File: config.mk
export PLATFORM = sky130hd
export DESIGN_NAME = modbus_rtu_frame_decoder_core_flat
export DESIGN_NICKNAME = d
export VERILOG_FILES = /design/src/mbrtu_pkg.sv /design/src/mbrtu_if.sv /design/src/mbrtu_front.sv /design/src/mbrtu_queue.sv /design/src/mbrtu_back.sv /design/src/modbus_rtu_frame_decoder_core.sv /design/src/flat_wrapper.sv
export SDC_FILE = /design/constraint.sdc
export NUM_CORES = 1
export LEC_CHECK = 0
export BUFFER_PORTS_ARGS = -buffer_cell sky130_fd_sc_hd__buf_4
export CORE_UTILIZATION = 55
export DETAILED_ROUTE_END_ITERATION = 6
export PLACE_DENSITY = 0.78
export SLEW_MARGIN = 20
export SYNTH_ARGS = -nofsm -noshare
export SYNTH_HDL_FRONTEND = slang
export SYNTH_SLANG_ARGS = --single-unit
export TNS_END_PERCENT = 10
File: constraint.sdc
create_clock -name clk -period 13.7 [get_ports clk]
set_input_delay 4.11 -clock clk [delete_from_list [all_inputs] [get_ports clk]]
set_output_delay 4.11 -clock clk [all_outputs]
set_load 0.02 [all_outputs]
File: src/mbrtu_pkg.sv
// ----------------------------------------------------------------------------
// mbrtu_pkg: shared types and constants for the modbus rtu frame decoder
// byte and record payload types, error and role codes, crc helper
// ----------------------------------------------------------------------------
package mbrtu_pkg;

  localparam int HeaderBytes = 8;
  localparam int LengthBits  = 10;
  localparam int QueueDepth  = 2;

  typedef logic [LengthBits-1:0] len_t;

  typedef enum logic [1:0] {
    ROLE_REQUEST   = 2'd0,
    ROLE_RESPONSE  = 2'd1,
    ROLE_EXCEPTION = 2'd2
  } role_t;

  typedef enum logic [1:0] {
    CRC_UNCHECKED = 2'd0,
    CRC_VALID     = 2'd1,
    CRC_INVALID   = 2'd2
  } crc_st_t;

  typedef enum logic [3:0] {
    ERR_OK              = 4'd0,
    ERR_SHORT           = 4'd1,
    ERR_UNSUPPORTED_FC  = 4'd2,
    ERR_TRUNCATED       = 4'd3,
    ERR_CRC             = 4'd4,
    ERR_EXC_LEN         = 4'd5,
    ERR_READ_REQ_LEN    = 4'd6,
    ERR_READ_RESP_TRUNC = 4'd7,
    ERR_READ_COUNT      = 4'd8,
    ERR_SINGLE_LEN      = 4'd9,
    ERR_MULTI_REQ_TRUNC = 4'd10,
    ERR_MULTI_COUNT     = 4'd11,
    ERR_MULTI_RESP_LEN  = 4'd12
  } err_t;

  typedef enum logic [2:0] {
    FS_NONE      = 3'd0,
    FS_START_QTY = 3'd1,
    FS_ADDR_VAL  = 3'd2,
    FS_COUNT     = 3'd3,
    FS_START_QTY_COUNT = 3'd4
  } fset_t;

  localparam logic [6:0] FcMask        = 7'h7F;
  localparam logic [7:0] ExcBit        = 8'h80;
  localparam logic [6:0] FcReadCoils   = 7'h01;
  localparam logic [6:0] FcReadInput   = 7'h04;
  localparam logic [6:0] FcWriteCoil   = 7'h05;
  localparam logic [6:0] FcWriteReg    = 7'h06;
  localparam logic [6:0] FcWriteCoils  = 7'h0F;
  localparam logic [6:0] FcWriteRegs   = 7'h10;

  typedef struct packed {
    logic [7:0] data_byte;
    logic       last_byte;
    logic       from_master;
  } in_item_t;

  typedef struct packed {
    logic [7:0]  station;
    logic [6:0]  function_code;
    logic [1:0]  frame_role;
    logic [7:0]  exception_code;
    logic [15:0] start_address;
    logic [15:0] count_or_value;
    logic [7:0]  byte_count;
    logic [1:0]  crc_status;
    logic [3:0]  error_code;
    logic [2:0]  field_set;
  } rec_t;

  // snapshot of a finished frame handed from front to back
  typedef struct packed {
    logic [HeaderBytes-1:0][7:0] hdr;
    logic [15:0] pcrc;
    logic [15:0] rx_crc;
    len_t        len;
    logic        master;
  } frame_t;

  function automatic logic [15:0] crc16_byte(input logic [15:0] crc, input logic [7:0] b);
    logic [15:0] c;
    c = crc ^ {8'h00, b};
    for (int k = 0; k < 8; k++) begin
      c = c[0] ? ((c >> 1) ^ 16'hA001) : (c >> 1);
    end
    return c;
  endfunction

endpackage

File: src/mbrtu_if.sv
// ----------------------------------------------------------------------------
// mbrtu_in_if / mbrtu_out_if: valid-ready channels of the decoder
// input byte channel and output decode record channel
// ----------------------------------------------------------------------------
interface mbrtu_in_if;
  logic       valid;
  logic       ready;
  logic [7:0] data_byte;
  logic       last_byte;
  logic       from_master;
  modport source (output valid, data_byte, last_byte, from_master, input ready);
  modport sink (input valid, data_byte, last_byte, from_master, output ready);
endinterface

interface mbrtu_out_if;
  logic        valid;
  logic        ready;
  logic [7:0]  station;
  logic [6:0]  function_code;
  logic [1:0]  frame_role;
  logic [7:0]  exception_code;
  logic [15:0] start_address;
  logic [15:0] count_or_value;
  logic [7:0]  byte_count;
  logic [1:0]  crc_status;
  logic [3:0]  error_code;
  logic [2:0]  field_set;
  modport source (output valid, station, function_code, frame_role, exception_code,
                  start_address, count_or_value, byte_count, crc_status, error_code,
                  field_set, input ready);
  modport sink (input valid, station, function_code, frame_role, exception_code,
                start_address, count_or_value, byte_count, crc_status, error_code,
                field_set, output ready);
endinterface

File: src/mbrtu_front.sv
// ----------------------------------------------------------------------------
// mbrtu_front: byte collector
// counts bytes, keeps header and tail, runs the lagging payload crc and
// pushes a frame snapshot on the last byte
// ----------------------------------------------------------------------------
module mbrtu_front (
  input  logic              clk,
  input  logic              rst,
  input  logic              in_valid,
  output logic              in_ready,
  input  mbrtu_pkg::in_item_t in_item,
  output logic              push,
  output mbrtu_pkg::frame_t push_frame,
  input  logic              q_full
);
  import mbrtu_pkg::*;

  len_t                        len;
  logic [15:0]                 pcrc;
  logic [HeaderBytes-1:0][7:0] hdr;
  logic [1:0][7:0]             tail;

  len_t                        len_next;
  logic [15:0]                 pcrc_next;
  logic [HeaderBytes-1:0][7:0] hdr_next;
  logic                        acc;

  assign in_ready = !q_full;
  assign acc      = in_valid && in_ready;

  always_comb begin
    pcrc_next = (len >= len_t'(2)) ? crc16_byte(pcrc, tail[0]) : pcrc;
    hdr_next  = hdr;
    if (len < len_t'(HeaderBytes)) begin
      hdr_next[len[$clog2(HeaderBytes)-1:0]] = in_item.data_byte;
    end
    len_next = (len != {LengthBits{1'b1}}) ? len + len_t'(1) : len;
  end

  always_comb begin
    push              = acc && in_item.last_byte;
    push_frame.hdr    = hdr_next;
    push_frame.pcrc   = pcrc_next;
    push_frame.rx_crc = {in_item.data_byte, tail[1]};
    push_frame.len    = len_next;
    push_frame.master = in_item.from_master;
  end

  always_ff @(posedge clk) begin
    if (rst || (acc && in_item.last_byte)) begin
      len  <= '0;
      pcrc <= 16'hFFFF;
      hdr  <= '0;
      tail <= '0;
    end else if (acc) begin
      len     <= len_next;
      pcrc    <= pcrc_next;
      hdr     <= hdr_next;
      tail[0] <= tail[1];
      tail[1] <= in_item.data_byte;
    end
  end

  assert property (@(posedge clk) disable iff (rst) !(push && q_full))
    else $error("push into full queue");
  assert property (@(posedge clk) disable iff (rst) push |=> (len == '0))
    else $error("collector not cleared after last byte");
  assert property (@(posedge clk) disable iff (rst)
    (acc && !in_item.last_byte && len == {LengthBits{1'b1}}) |=> (len == {LengthBits{1'b1}}))
    else $error("length count wrapped");
endmodule

File: src/mbrtu_queue.sv
// ----------------------------------------------------------------------------
// mbrtu_queue: short frame queue
// two entry fifo between collector and decoder
// ----------------------------------------------------------------------------
module mbrtu_queue (
  input  logic              clk,
  input  logic              rst,
  input  logic              push,
  input  mbrtu_pkg::frame_t push_frame,
  output logic              full,
  input  logic              pop,
  output logic              not_empty,
  output mbrtu_pkg::frame_t head
);
  import mbrtu_pkg::*;

  frame_t                        mem [QueueDepth];
  logic [$clog2(QueueDepth)-1:0] wr_ptr;
  logic [$clog2(QueueDepth)-1:0] rd_ptr;
  logic [$clog2(QueueDepth):0]   fill;

  assign full      = (fill == ($clog2(QueueDepth)+1)'(QueueDepth));
  assign not_empty = (fill != '0);
  assign head      = mem[rd_ptr];

  always_ff @(posedge clk) begin
    if (push) mem[wr_ptr] <= push_frame;
  end

  always_ff @(posedge clk) begin
    if (rst) begin
      wr_ptr <= '0;
      rd_ptr <= '0;
      fill   <= '0;
    end else begin
      if (push) wr_ptr <= wr_ptr + 1'b1;
      if (pop)  rd_ptr <= rd_ptr + 1'b1;
      fill <= fill + (push ? 1'b1 : 1'b0) - (pop ? 1'b1 : 1'b0);
    end
  end

  assert property (@(posedge clk) disable iff (rst) !(pop && !not_empty))
    else $error("pop from empty queue");
  assert property (@(posedge clk) disable iff (rst) fill <= ($clog2(QueueDepth)+1)'(QueueDepth))
    else $error("queue overfill");
  assert property (@(posedge clk) disable iff (rst)
    (push && !pop) |=> not_empty) else $error("push lost");
endmodule

File: src/mbrtu_back.sv
// ----------------------------------------------------------------------------
// mbrtu_back: frame decoder
// classifies a queued frame and registers the decode record
// ----------------------------------------------------------------------------
module mbrtu_back (
  input  logic              clk,
  input  logic              rst,
  input  logic              not_empty,
  input  mbrtu_pkg::frame_t head,
  output logic              pop,
  output logic              out_valid,
  input  logic              out_ready,
  output mbrtu_pkg::rec_t   rec
);
  import mbrtu_pkg::*;

  rec_t        r;
  len_t        n;
  len_t        p;
  logic [6:0]  fc;
  logic [15:0] w2;
  logic [15:0] w4;
  logic        rq;
  logic        rs;

  always_comb begin
    n  = head.len;
    p  = (n >= len_t'(2)) ? n - len_t'(2) : '0;
    fc = head.hdr[1][6:0] & FcMask;
    w2 = {head.hdr[2], head.hdr[3]};
    w4 = {head.hdr[4], head.hdr[5]};
    rq = 1'b0;
    rs = 1'b0;
    r  = '0;
    r.station       = head.hdr[0];
    r.function_code = fc;
    r.frame_role    = ROLE_REQUEST;
    r.crc_status    = CRC_UNCHECKED;
    r.error_code    = ERR_OK;
    r.field_set     = FS_NONE;
    if (n < len_t'(2)) begin
      r.error_code = ERR_SHORT;
    end else if (!((fc >= FcReadCoils && fc <= FcWriteReg) || fc == FcWriteCoils ||
                   fc == FcWriteRegs)) begin
      r.error_code = ERR_UNSUPPORTED_FC;
    end else if (n < len_t'(4)) begin
      r.crc_status = CRC_INVALID;
      r.error_code = ERR_TRUNCATED;
    end else if (head.rx_crc != head.pcrc) begin
      r.crc_status = CRC_INVALID;
      r.error_code = ERR_CRC;
    end else begin
      r.crc_status = CRC_VALID;
      r.frame_role = head.master ? ROLE_REQUEST : ROLE_RESPONSE;
      if ((head.hdr[1] & ExcBit) != 8'h00) begin
        r.frame_role = ROLE_EXCEPTION;
        if (p != len_t'(3)) r.error_code = ERR_EXC_LEN;
        else r.exception_code = head.hdr[2];
      end else if (fc <= FcReadInput) begin
        rq = (p == len_t'(6));
        rs = (p >= len_t'(3)) && (len_t'(head.hdr[2]) == p - len_t'(3));
        if (rq != rs) r.frame_role = rq ? ROLE_REQUEST : ROLE_RESPONSE;
        if (r.frame_role == ROLE_REQUEST) begin
          if (p != len_t'(6)) r.error_code = ERR_READ_REQ_LEN;
          else begin
            r.field_set = FS_START_QTY; r.start_address = w2; r.count_or_value = w4;
          end
        end else begin
          if (p < len_t'(3)) r.error_code = ERR_READ_RESP_TRUNC;
          else if (p != len_t'(3) + len_t'(head.hdr[2])) r.error_code = ERR_READ_COUNT;
          else begin
            r.field_set = FS_COUNT; r.byte_count = head.hdr[2];
          end
        end
      end else if (fc == FcWriteCoil || fc == FcWriteReg) begin
        if (p != len_t'(6)) r.error_code = ERR_SINGLE_LEN;
        else begin
          r.field_set = FS_ADDR_VAL; r.start_address = w2; r.count_or_value = w4;
        end
      end else begin
        rq = (p >= len_t'(7)) && (len_t'(head.hdr[6]) == p - len_t'(7));
        rs = (p == len_t'(6));
        if (rq != rs) r.frame_role = rq ? ROLE_REQUEST : ROLE_RESPONSE;
        if (r.frame_role == ROLE_REQUEST) begin
          if (p < len_t'(7)) r.error_code = ERR_MULTI_REQ_TRUNC;
          else if (p != len_t'(7) + len_t'(head.hdr[6])) r.error_code = ERR_MULTI_COUNT;
          else begin
            r.field_set = FS_START_QTY_COUNT; r.start_address = w2;
            r.count_or_value = w4; r.byte_count = head.hdr[6];
          end
        end else begin
          if (p != len_t'(6)) r.error_code = ERR_MULTI_RESP_LEN;
          else begin
            r.field_set = FS_START_QTY; r.start_address = w2; r.count_or_value = w4;
          end
        end
      end
    end
  end

  assign pop = not_empty && (!out_valid || out_ready);

  always_ff @(posedge clk) begin
    if (pop) rec <= r;
  end

  always_ff @(posedge clk) begin
    if (rst) out_valid <= 1'b0;
    else if (pop) out_valid <= 1'b1;
    else if (out_ready) out_valid <= 1'b0;
  end

  assert property (@(posedge clk) disable iff (rst)
    pop |=> out_valid) else $error("record not presented");
  assert property (@(posedge clk) disable iff (rst)
    (out_valid && !out_ready) |=> (out_valid && $stable(rec)))
    else $error("stalled record changed");
  assert property (@(posedge clk) disable iff (rst)
    out_valid |-> (rec.error_code <= ERR_MULTI_RESP_LEN)) else $error("bad error code");
endmodule

File: src/modbus_rtu_frame_decoder_core.sv
// ----------------------------------------------------------------------------
// modbus_rtu_frame_decoder_core: modbus rtu frame decoder top level
//
//   channel  dir  payload
//   in_ch    in   data_byte, last_byte, from_master
//   out_ch   out  one decode record per frame
//
// one byte per cycle while the frame queue is not full; after the last byte the
// front snapshot enters the queue, then the registered decoder stage takes it.
// synchronous reset clears the collector, queue and output valid.
// in_ch stalls only while the two entry frame queue is full.
// ----------------------------------------------------------------------------
module modbus_rtu_frame_decoder_core (
  input logic clk,
  input logic rst,
  mbrtu_in_if.sink    in_ch,
  mbrtu_out_if.source out_ch
);
  import mbrtu_pkg::*;

  in_item_t in_item;
  frame_t   push_frame;
  frame_t   head;
  rec_t     rec;
  logic     push;
  logic     pop;
  logic     q_full;
  logic     not_empty;

  assign in_item = '{data_byte: in_ch.data_byte, last_byte: in_ch.last_byte,
                     from_master: in_ch.from_master};

  mbrtu_front u_front (
    .clk, .rst, .in_valid(in_ch.valid), .in_ready(in_ch.ready), .in_item,
    .push, .push_frame, .q_full
  );

  mbrtu_queue u_queue (
    .clk, .rst, .push, .push_frame, .full(q_full), .pop, .not_empty, .head
  );

  mbrtu_back u_back (
    .clk, .rst, .not_empty, .head, .pop, .out_valid(out_ch.valid),
    .out_ready(out_ch.ready), .rec
  );

  assign out_ch.station        = rec.station;
  assign out_ch.function_code  = rec.function_code;
  assign out_ch.frame_role     = rec.frame_role;
  assign out_ch.exception_code = rec.exception_code;
  assign out_ch.start_address  = rec.start_address;
  assign out_ch.count_or_value = rec.count_or_value;
  assign out_ch.byte_count     = rec.byte_count;
  assign out_ch.crc_status     = rec.crc_status;
  assign out_ch.error_code     = rec.error_code;
  assign out_ch.field_set      = rec.field_set;
endmodule
File: src/flat_wrapper.sv
// flat-port wrapper written by rule: the top's interface ports become plain ports
module modbus_rtu_frame_decoder_core_flat import mbrtu_pkg::*;
  (clk, rst, in_ch_valid, in_ch_data_byte, in_ch_last_byte, in_ch_from_master, in_ch_ready, out_ch_valid, out_ch_station, out_ch_function_code, out_ch_frame_role, out_ch_exception_code, out_ch_start_address, out_ch_count_or_value, out_ch_byte_count, out_ch_crc_status, out_ch_error_code, out_ch_field_set, out_ch_ready);
  mbrtu_in_if in_ch_i ();
  mbrtu_out_if out_ch_i ();
  input logic clk;
  input logic rst;
  input wire logic [$bits(in_ch_i.valid)-1:0] in_ch_valid;
  input wire logic [$bits(in_ch_i.data_byte)-1:0] in_ch_data_byte;
  input wire logic [$bits(in_ch_i.last_byte)-1:0] in_ch_last_byte;
  input wire logic [$bits(in_ch_i.from_master)-1:0] in_ch_from_master;
  output wire logic [$bits(in_ch_i.ready)-1:0] in_ch_ready;
  output wire logic [$bits(out_ch_i.valid)-1:0] out_ch_valid;
  output wire logic [$bits(out_ch_i.station)-1:0] out_ch_station;
  output wire logic [$bits(out_ch_i.function_code)-1:0] out_ch_function_code;
  output wire logic [$bits(out_ch_i.frame_role)-1:0] out_ch_frame_role;
  output wire logic [$bits(out_ch_i.exception_code)-1:0] out_ch_exception_code;
  output wire logic [$bits(out_ch_i.start_address)-1:0] out_ch_start_address;
  output wire logic [$bits(out_ch_i.count_or_value)-1:0] out_ch_count_or_value;
  output wire logic [$bits(out_ch_i.byte_count)-1:0] out_ch_byte_count;
  output wire logic [$bits(out_ch_i.crc_status)-1:0] out_ch_crc_status;
  output wire logic [$bits(out_ch_i.error_code)-1:0] out_ch_error_code;
  output wire logic [$bits(out_ch_i.field_set)-1:0] out_ch_field_set;
  input wire logic [$bits(out_ch_i.ready)-1:0] out_ch_ready;
  assign in_ch_i.valid = in_ch_valid;
  assign in_ch_i.data_byte = in_ch_data_byte;
  assign in_ch_i.last_byte = in_ch_last_byte;
  assign in_ch_i.from_master = in_ch_from_master;
  assign in_ch_ready = in_ch_i.ready;
  assign out_ch_valid = out_ch_i.valid;
  assign out_ch_station = out_ch_i.station;
  assign out_ch_function_code = out_ch_i.function_code;
  assign out_ch_frame_role = out_ch_i.frame_role;
  assign out_ch_exception_code = out_ch_i.exception_code;
  assign out_ch_start_address = out_ch_i.start_address;
  assign out_ch_count_or_value = out_ch_i.count_or_value;
  assign out_ch_byte_count = out_ch_i.byte_count;
  assign out_ch_crc_status = out_ch_i.crc_status;
  assign out_ch_error_code = out_ch_i.error_code;
  assign out_ch_field_set = out_ch_i.field_set;
  assign out_ch_i.ready = out_ch_ready;
  modbus_rtu_frame_decoder_core u_core (.clk(clk), .rst(rst), .in_ch(in_ch_i), .out_ch(out_ch_i));
endmodule
==> results.txt, run 1 <==
outcome -> finished, violations left
failing checks -> DRC
Final ANT Viol Nets -> 0
CTS Sinks -> 376
top cell type's share of synthesized area -> 0.486
DRT Wirelength -> 37800 um
Remaining DRCs -> 4
Starting DRT DRC Count -> 890
Layout area overhead -> 13.6%
starting density of the core -> 0.562
drt pass-1 iters -> 7
clk slew on worst S/H paths -> 60 ps
number of distinct library cells after synthesis -> 76
CP startpoint -> in_ch_valid
setup ws final -> 7180 ps
die span in x -> 177 um
fin crit share -> 0.476
pre-CTS setup slack -> 6580 ps
worst-skew pair later-pin latency -> 530 ps
total number of vias -> 11381
Area contributors post-synth -> edfxtp_1, dfxtp_1, mux2_2
Syn Nets -> 1431
CP Data Arrival Time -> 6660 ps
Clock Skews -> 17.3 ps
Cell Rows -> 63
f_max -> 153 MHz
overall power of the completed layout -> 3640 uW
CTS resizes -> 0
worst path required time -> 13840 ps
post-CTS setup buffer count -> 0
Avg Vias per Cell -> 5.97
gr usage total -> 0.243
layout net count -> 1508
Die Height -> 177 um
vias in the first global route -> 10883
register bit total from synthesis -> 376
Post-synth EDFFs -> 272
pwr dens -> 191 nW/um^2
Synth async-reset ratio -> 0
final hold violations -> 0
fraction of layout cells with a size suffix above 1 -> 0.174
Final setup violation count -> 0
Slew HR -> 0.232
Slew Limit Fails -> 0
initial antenna violation count -> 0
TritonCTS buffer count -> 38
top-count cell post-synth -> edfxtp_1
Worst-Margin Slew -> 1150 ps
CTS tree -> yes
crit start category -> input pin
I/O pins -> 90
Post-Synthesis Cells -> 1408
area of the core -> 29900 um^2
Crit Path Class -> in -> reg
Post-synth top flop -> edfxtp_1
peak supply drop -> 124 uV
hold_buf cts -> 0
sequential fraction of the synthesis area -> 0.610
Avg Cell Area, Syn -> 11.9 um^2
pin count of the biggest net entering global routing -> 100
clk buf depth -> 3
first-pass GRT wire length -> 58900 um
leakage power -> 0.00676 uW
grt ovf -> 0
area leader, netlist -> edfxtp_1
Layout Utilization -> 0.638
dpl hpwl -> 23900 um
Worst setup EP type -> flop
HP Start -> u_core.u_front.tail[3]
ANT cells -> 0
gpl congestion -> 0.948
worst-path fanout max -> 99
WL/cell -> 19.9 um
Hold/Removal Path Class -> reg -> reg
minimum clock period -> 6520 ps
Die ar. -> 31200 um^2
CTS H-tree lvls -> 2
Commonest cells post-synth -> edfxtp_1, nor2_1, nor3_1
Ys Warns -> 0
Mapped Area -> 16800 um^2
input/output buffers -> 89
RSZ-0062 raised after global routing -> false
max_cap viols -> 0
Post-Route Setup TNS -> 0 ps
CTS root buf -> clkbuf_16
Hold WS -> 470 ps
==> sequential cells by signal (all words and copies together), names as in the netlist, named ones only <==
signal	cells
u_core.u_back.out_valid	1
u_core.u_back.rec	74
u_core.u_front.hdr	56
u_core.u_front.len	10
u_core.u_front.pcrc	16
u_core.u_front.push_frame	8
u_core.u_front.tail	8
u_core.u_queue.fill	2
u_core.u_queue.mem	198
u_core.u_queue.rd_ptr	1
u_core.u_queue.wr_ptr	1
==> kinds of logic (layout without fill, tap and decap cells) <==
logic type               after synthesis  count (layout)  synth area share
XOR/XNOR                             109             109            0.0586
buffers and inverters                 80             187            0.0203
flip-flops                           376             376             0.610
adder cells (fa/ha/maj)               10              10           0.00730
AND/OR/NAND/NOR                      540             540             0.152
AO/OA/AOI/OAI                        155             155            0.0628
multiplexers                         138             138            0.0882
==> path summary, 6_finish.rpt <==
| kind | depth (start not counted) | slack (ps) | to |
|---|---|---|---|
| worst min register to register | 2 | 470 | u_core.u_front.tail[3] |
| worst max-delay path | 5 | 7180 | u_core.u_queue.mem[1][45] |
| worst max register to register | 13 | 7390 | u_core.u_back.rec[10] |
| worst min-delay path | 2 | 470 | u_core.u_front.tail[3] |
==> critical path, stage by stage <==
cell and delay (ps):
buf_4 100, and2_4 130, buf_4 780, and3_4 660, buf_4 830
==> final cells by class <==
| class | count | area [um^2] |
|---|---|---|
| Timing Repair Buffer | 106 | 796 |
| Inverter | 11 | 41.3 |
| Clock buffer | 54 | 1090 |
| Fill cell | 2180 | 10800 |
| Tap cell | 390 | 488 |
| Sequential cell | 376 | 10300 |
| Multi-Input combinational cell | 952 | 6250 |
| Clock inverter | 16 | 153 |
==> where the power goes <==
part / total [uW] / leakage [uW] / internal, uW / switching, uW
Sequential: 1550 / 0.00341 / 1450 / 94.0
Clock: 1030 / 0.000613 / 602 / 426
Combinational: 1070 / 0.00274 / 410 / 660
==> placed cells by master, fill, tap and decap left out, types with 10 or more instances in the layout <==
cell and count:
edfxtp_1 272, nor2_1 185, nor3_1 107, buf_4 106, dfxtp_1 103, nand2_1 97, mux2_2 80, xnor2_1 71
mux2i_1 58, a21oi_1 57, clkbuf_16 41, nand3_1 38, xor2_1 36, o21ai_0 18, nand4_1 17, nor4_1 12
clkbuf_1 11, and3_1 10, inv_1 10, or3_1 10, a31oi_1 10
==> layer usage <==
| metal | vias up | track usage | share of wire |
|---|---|---|---|
| li1 | 5333 | - | - |
| met2 | 403 | 0.417 | 0.50 |
| met4 | 0 | 0.0837 | 0.028 |
| met5 | - | 0 | 0 |
| met3 | 86 | 0.0329 | 0.059 |
| met1 | 5559 | 0.316 | 0.41 |
==> stage by stage <==
stage               area (um^2)  cells
floorplan                 16800   1408
global placement          17800   1835
detailed placement        17800   1835
CTS                       19100   1905
global route              19100   1905
finish                    19100   1905
(Power assumes the default switching activity.)
==> run 2: changes to the inputs <==
- clock period: 13.7 -> 6.8 ns (I/O delays scaled with it)
==> results.txt, run 2 (synthesis results as in run 1) <==
CP dominant cell by count -> or3_1
TritonCTS buffer count -> 39
clock network fraction of design power -> 0.283
number of flip-flops in the largest register -> 198
Worst R2R End -> u_core.u_back.rec[31]
end point of the critical path -> u_core.u_back.rec[31]
drt pass-1 iters -> 5
internal power -> 4990 uW
Avg Vias per Cell -> 5.93
dpl cells -> 1838
Post-Route Setup TNS -> 0 ps
largest register by flop count -> u_core.u_queue.mem
Crit Path Class -> reg -> reg
Comb pwr share -> 0.298
Slew HR -> 0.256
Slew Limit Fails -> 0
Final ANT Viol Nets -> 0
CTS root buf -> clkbuf_16
CP Data Arrival Time -> 5940 ps
fraction of layout cells with a size suffix above 1 -> 0.176
max_cap viols -> 0
overall power of the completed layout -> 7370 uW
post-CTS setup buffer count -> 0
CTS Sinks -> 376
area of the core -> 29900 um^2
initial antenna violation count -> 0
leakage power -> 0.00678 uW
R2R Setup Slk -> 1090 ps
peak supply drop -> 303 uV
commonest non-fill, non-tap cell in the layout -> edfxtp_1
crit-path cells -> or4_1 -> a222oi_1 -> o211a_4 -> nor2_1 -> ha_1 -> or3_1 -> or3_1 -> mux2i_1 -> o22ai_1 -> a2111oi_4 -> nand3_1 -> a32oi_2 -> buf_4 -> nor3_1
worst-path fanout max -> 32
vias in the first global route -> 11065
Worst setup EP type -> flop
pwr dens -> 386 nW/um^2
input/output buffers -> 89
Largest regs -> u_core.u_queue.mem x198, u_core.u_back.rec x74, u_core.u_front.hdr x56
ANT cells -> 0
commonest non-fill, non-tap cells in the layout -> edfxtp_1, nor2_1, buf_4
f_max -> 175 MHz
dpl hpwl -> 24800 um
gpl congestion -> 0.924
CTS H-tree lvls -> 2
first-pass GRT wire length -> 60300 um
worst-skew pair later-pin latency -> 530 ps
layout net count -> 1512
Die ar. -> 31200 um^2
clk buf depth -> 3
CTS resizes -> 0
clk slew on worst S/H paths -> 60 ps
Slowest-stage cell, CP -> a222oi_1
Worst-Margin Slew -> 1120 ps
final hold violations -> 0
grt ovf -> 0
worst stage delay on the critical path -> 860 ps
WL/cell -> 20.0 um
Die Height -> 177 um
Hold/Removal Path Class -> reg -> reg
share of power burned in registers -> 0.419
Hold WS -> 468 ps
Layout Cells excl Fill -> 1909
R2R cell count -> 14
I/O pins -> 90
hold_buf cts -> 0
Clock Skews -> 11.8 ps
outcome -> completed
minimum clock period -> 5710 ps
total number of vias -> 11327
crit start category -> flop
DRT Wirelength -> 38200 um
starting density of the core -> 0.562
pin count of the biggest net entering global routing -> 97
Layout Utilization -> 0.640
die span in x -> 177 um
reported net switching power -> 2380 uW
net switching fraction of the power -> 0.323
worst path required time -> 7030 ps
Starting DRT DRC Count -> 1059
Final setup violation count -> 0
gr usage total -> 0.248
CTS tree -> yes
RSZ-0062 raised after global routing -> false
Layout area overhead -> 13.8%
Cell Rows -> 63
fin crit share -> 0.840
Remaining DRCs -> 0
## run 2: metrics by stage
step	setup slack, ps	instance area [um^2]
6_report	1090	19100
5_1_grt	692	19100
4_1_cts	1160	19100
3_5_place_dp	1170	17900
3_3_place_gp	1290	17900
2_1_floorplan	1220	16800
## run 2: power by group through the flow
stage	Combinational [uW]	Clock (uW)	Sequential [uW]
6_report	2200	2080	3090
5_1_grt	2380	2190	3120
4_1_cts	2190	2110	3090
3_5_place_dp	2180	0	3130
3_3_place_gp	2150	0	3110
2_1_floorplan	1330	0	3300
## run 2: worst min path at each step
stage | end | cells past startpoint | start | slack (ps)
after CTS | u_core.u_front.tail[7] | 2 | u_core.u_front.tail[7] | 470
after global routing | u_core.u_front.tail[3] | 2 | u_core.u_front.tail[3] | 490
final | u_core.u_front.tail[7] | 2 | u_core.u_front.tail[7] | 470
after floorplan | u_core.u_queue.mem[0][11] | 0 | u_core.u_front.push_frame[11] | 450
after global placement | u_core.u_front.tail[5] | 2 | u_core.u_front.tail[5] | 460
after detailed placement | u_core.u_front.tail[7] | 2 | u_core.u_front.tail[7] | 460
## run 2: layout make-up
type	count	area, um^2
clock inverter	15	165
fill	2150	10800
clock buffer	56	1090
tap	390	488
sequential	376	10300
multi-input combinational	952	6250
inverter	11	41.3
timing repair buffer	109	831
## run 2: metal layers
metal / wire (um) / vias up / track usage
li1: - / 5333 / -
met1: 16300 / 5544 / 0.329
met2: 18700 / 371 / 0.418
met3: 2020 / 79 / 0.0326
met4: 1250 / 0 / 0.0920
met5: 0 / - / 0
## run 2: worst max-delay path: cells and delay by family, from the launching register on
family,cells,cell delay [ps]
compound gates,5,2100
simple gates,6,1840
flops,1,420
fa+ha+maj,1,420
buf+inv,1,420
mux,1,170
==> run 3: changes to the inputs <==
- clock period: 6.8 -> 5.98 ns (I/O delays scaled with it)
==> results.txt, run 3 (synthesis results as in run 1) <==
total number of vias -> 11369
CTS root buf -> clkbuf_16
f_max -> 186 MHz
pre-CTS setup slack -> 661 ps
worst-path fanout max -> 39
R2R Setup Slk -> 590 ps
Slowest-stage cell, CP -> buf_4
share of power burned in registers -> 0.422
hold_buf cts -> 0
Slew Limit Fails -> 0
dpl hpwl -> 24200 um
largest register by flop count -> u_core.u_queue.mem
worst stage delay on the critical path -> 540 ps
Post-Route Setup TNS -> 0 ps
starting density of the core -> 0.562
fraction of layout cells with a size suffix above 1 -> 0.180
Slew HR -> 0.141
Remaining DRCs -> 0
Crit Path Class -> reg -> reg
CP top delay family -> compound AO/OA/AOI/OAI gates
pin count of the biggest net entering global routing -> 100
CP Data Arrival Time -> 5620 ps
WL/cell -> 20.2 um
minimum clock period -> 5390 ps
overall power of the completed layout -> 8310 uW
CTS H-tree lvls -> 2
commonest non-fill, non-tap cell in the layout -> edfxtp_1
outcome -> completed
Die ar. -> 31200 um^2
TritonCTS buffer count -> 38
crit start category -> flop
Worst-Margin Slew -> 1280 ps
Final setup violation count -> 0
Hold Path Depth -> 2
CTS tree -> yes
gr usage total -> 0.250
final hold violations -> 0
number of flip-flops in the largest register -> 198
CTS resizes -> 0
fin crit share -> 0.901
Die Height -> 177 um
input/output buffers -> 89
initial antenna violation count -> 0
Worst setup EP type -> flop
die span in x -> 177 um
post-CTS setup buffer count -> 0
Layout area overhead -> 13.9%
gpl congestion -> 0.935
Avg Vias per Cell -> 5.96
Cell Rows -> 63
worst path required time -> 6220 ps
clock network fraction of design power -> 0.277
first-pass GRT wire length -> 60100 um
RSZ-0062 raised after global routing -> false
setup ws final -> 593 ps
I/O pins -> 90
worst-skew pair later-pin latency -> 540 ps
crit-path cells -> buf_4 -> mux2i_1 -> ha_1 -> o21ai_0 -> o211a_4 -> nor2_1 -> ha_1 -> or3_1 -> or3_1 -> mux2i_1 -> o22ai_1 -> a2111oi_4 -> nand3_1 -> a32oi_2 -> buf_4 -> nor3_1
HP Start -> u_core.u_front.tail[5]
drt pass-1 iters -> 5
Largest regs -> u_core.u_queue.mem x198, u_core.u_back.rec x74, u_core.u_front.hdr x56
Starting DRT DRC Count -> 1004
Hold WS -> 470 ps
vias in the first global route -> 11139
max_cap viols -> 0
Clock Skews -> 13.3 ps
worst path bufs/invs -> 2
layout net count -> 1511
grt ovf -> 0
ANT cells -> 0
leakage power -> 0.00679 uW
internal power -> 5580 uW
CTS Sinks -> 376
Comb pwr share -> 0.301
commonest non-fill, non-tap cells in the layout -> edfxtp_1, nor2_1, nor3_1
Worst R2R End -> u_core.u_back.rec[37]
clk buf depth -> 3
peak supply drop -> 330 uV
DRT Wirelength -> 38600 um
reported net switching power -> 2730 uW
fillcell total -> 2172
Hold Path End -> u_core.u_front.tail[5]
net switching fraction of the power -> 0.329
R2R cell count -> 16
Hold/Removal Path Class -> reg -> reg
clk slew on worst S/H paths -> 60 ps
Final ANT Viol Nets -> 0
area of the core -> 29900 um^2
pwr dens -> 435 nW/um^2
-- run 3: cell count changes in the layout (fill, tap and decap cells not counted), sizes merged --
cell | before | now
clkinvlp | 1 | 0
clkbuf | 56 | 52
clkinv | 9 | 15
bufinv | 3 | 1
-- run 3: metrics by stage --
stage               std cells  area, um^2  utilization
finish                   1908       19100        0.640
global route             1908       19100        0.640
CTS                      1907       19100        0.639
detailed placement       1837       17900        0.598
global placement         1837       17900        0.598
floorplan                1408       16800            -
-- run 3: layer usage --
metal | track usage | part of all wire | vias up
li1 | - | - | 5338
met1 | 0.323 | 0.42 | 5581
met2 | 0.426 | 0.49 | 361
met3 | 0.0352 | 0.054 | 89
met4 | 0.0973 | 0.033 | 0
met5 | 0 | 0 | -
-- run 3: how the worst max path moves through the flow --
| stage | endpoint | from | depth (start not counted) |
|---|---|---|---|
| after floorplan | u_core.u_back.rec[10] | flop | 25 |
| final | u_core.u_back.rec[37] | flop | 16 |
| after CTS | u_core.u_back.rec[22] | flop | 16 |
| after global routing | u_core.u_back.rec[26] | flop | 16 |
| after global placement | u_core.u_back.rec[24] | flop | 16 |
| after detailed placement | u_core.u_back.rec[20] | flop | 16 |
-- run 3: power groups by stage --
stage | sequential (uW) | combinational, uW | clock (uW)
finish | 3510 | 2500 | 2300
global route | 3550 | 2710 | 2430
CTS | 3510 | 2500 | 2330
detailed placement | 3560 | 2480 | 0
global placement | 3540 | 2430 | 0
floorplan | 3750 | 1510 | 0
-- run 3: layout make-up --
type | instances | area [um^2] | share of cell area
timing repair buffer | 109 | 868 | 0.0454
multi-input combinational | 952 | 6250 | 0.327
inverter | 11 | 41.3 | 0.00216
tap | 390 | 488 | 0.0255
clock inverter | 18 | 164 | 0.00857
clock buffer | 52 | 1060 | 0.0556
sequential | 376 | 10300 | 0.536
-- run 3: worst register-to-register path: cells and delay by family (launching register included) --
family | cells | cell delay (ps)
simple gates | 5 | 1220
fa+ha+maj | 2 | 670
mux | 2 | 410
compound gates | 5 | 1340
flops | 1 | 490
buf+inv | 2 | 940
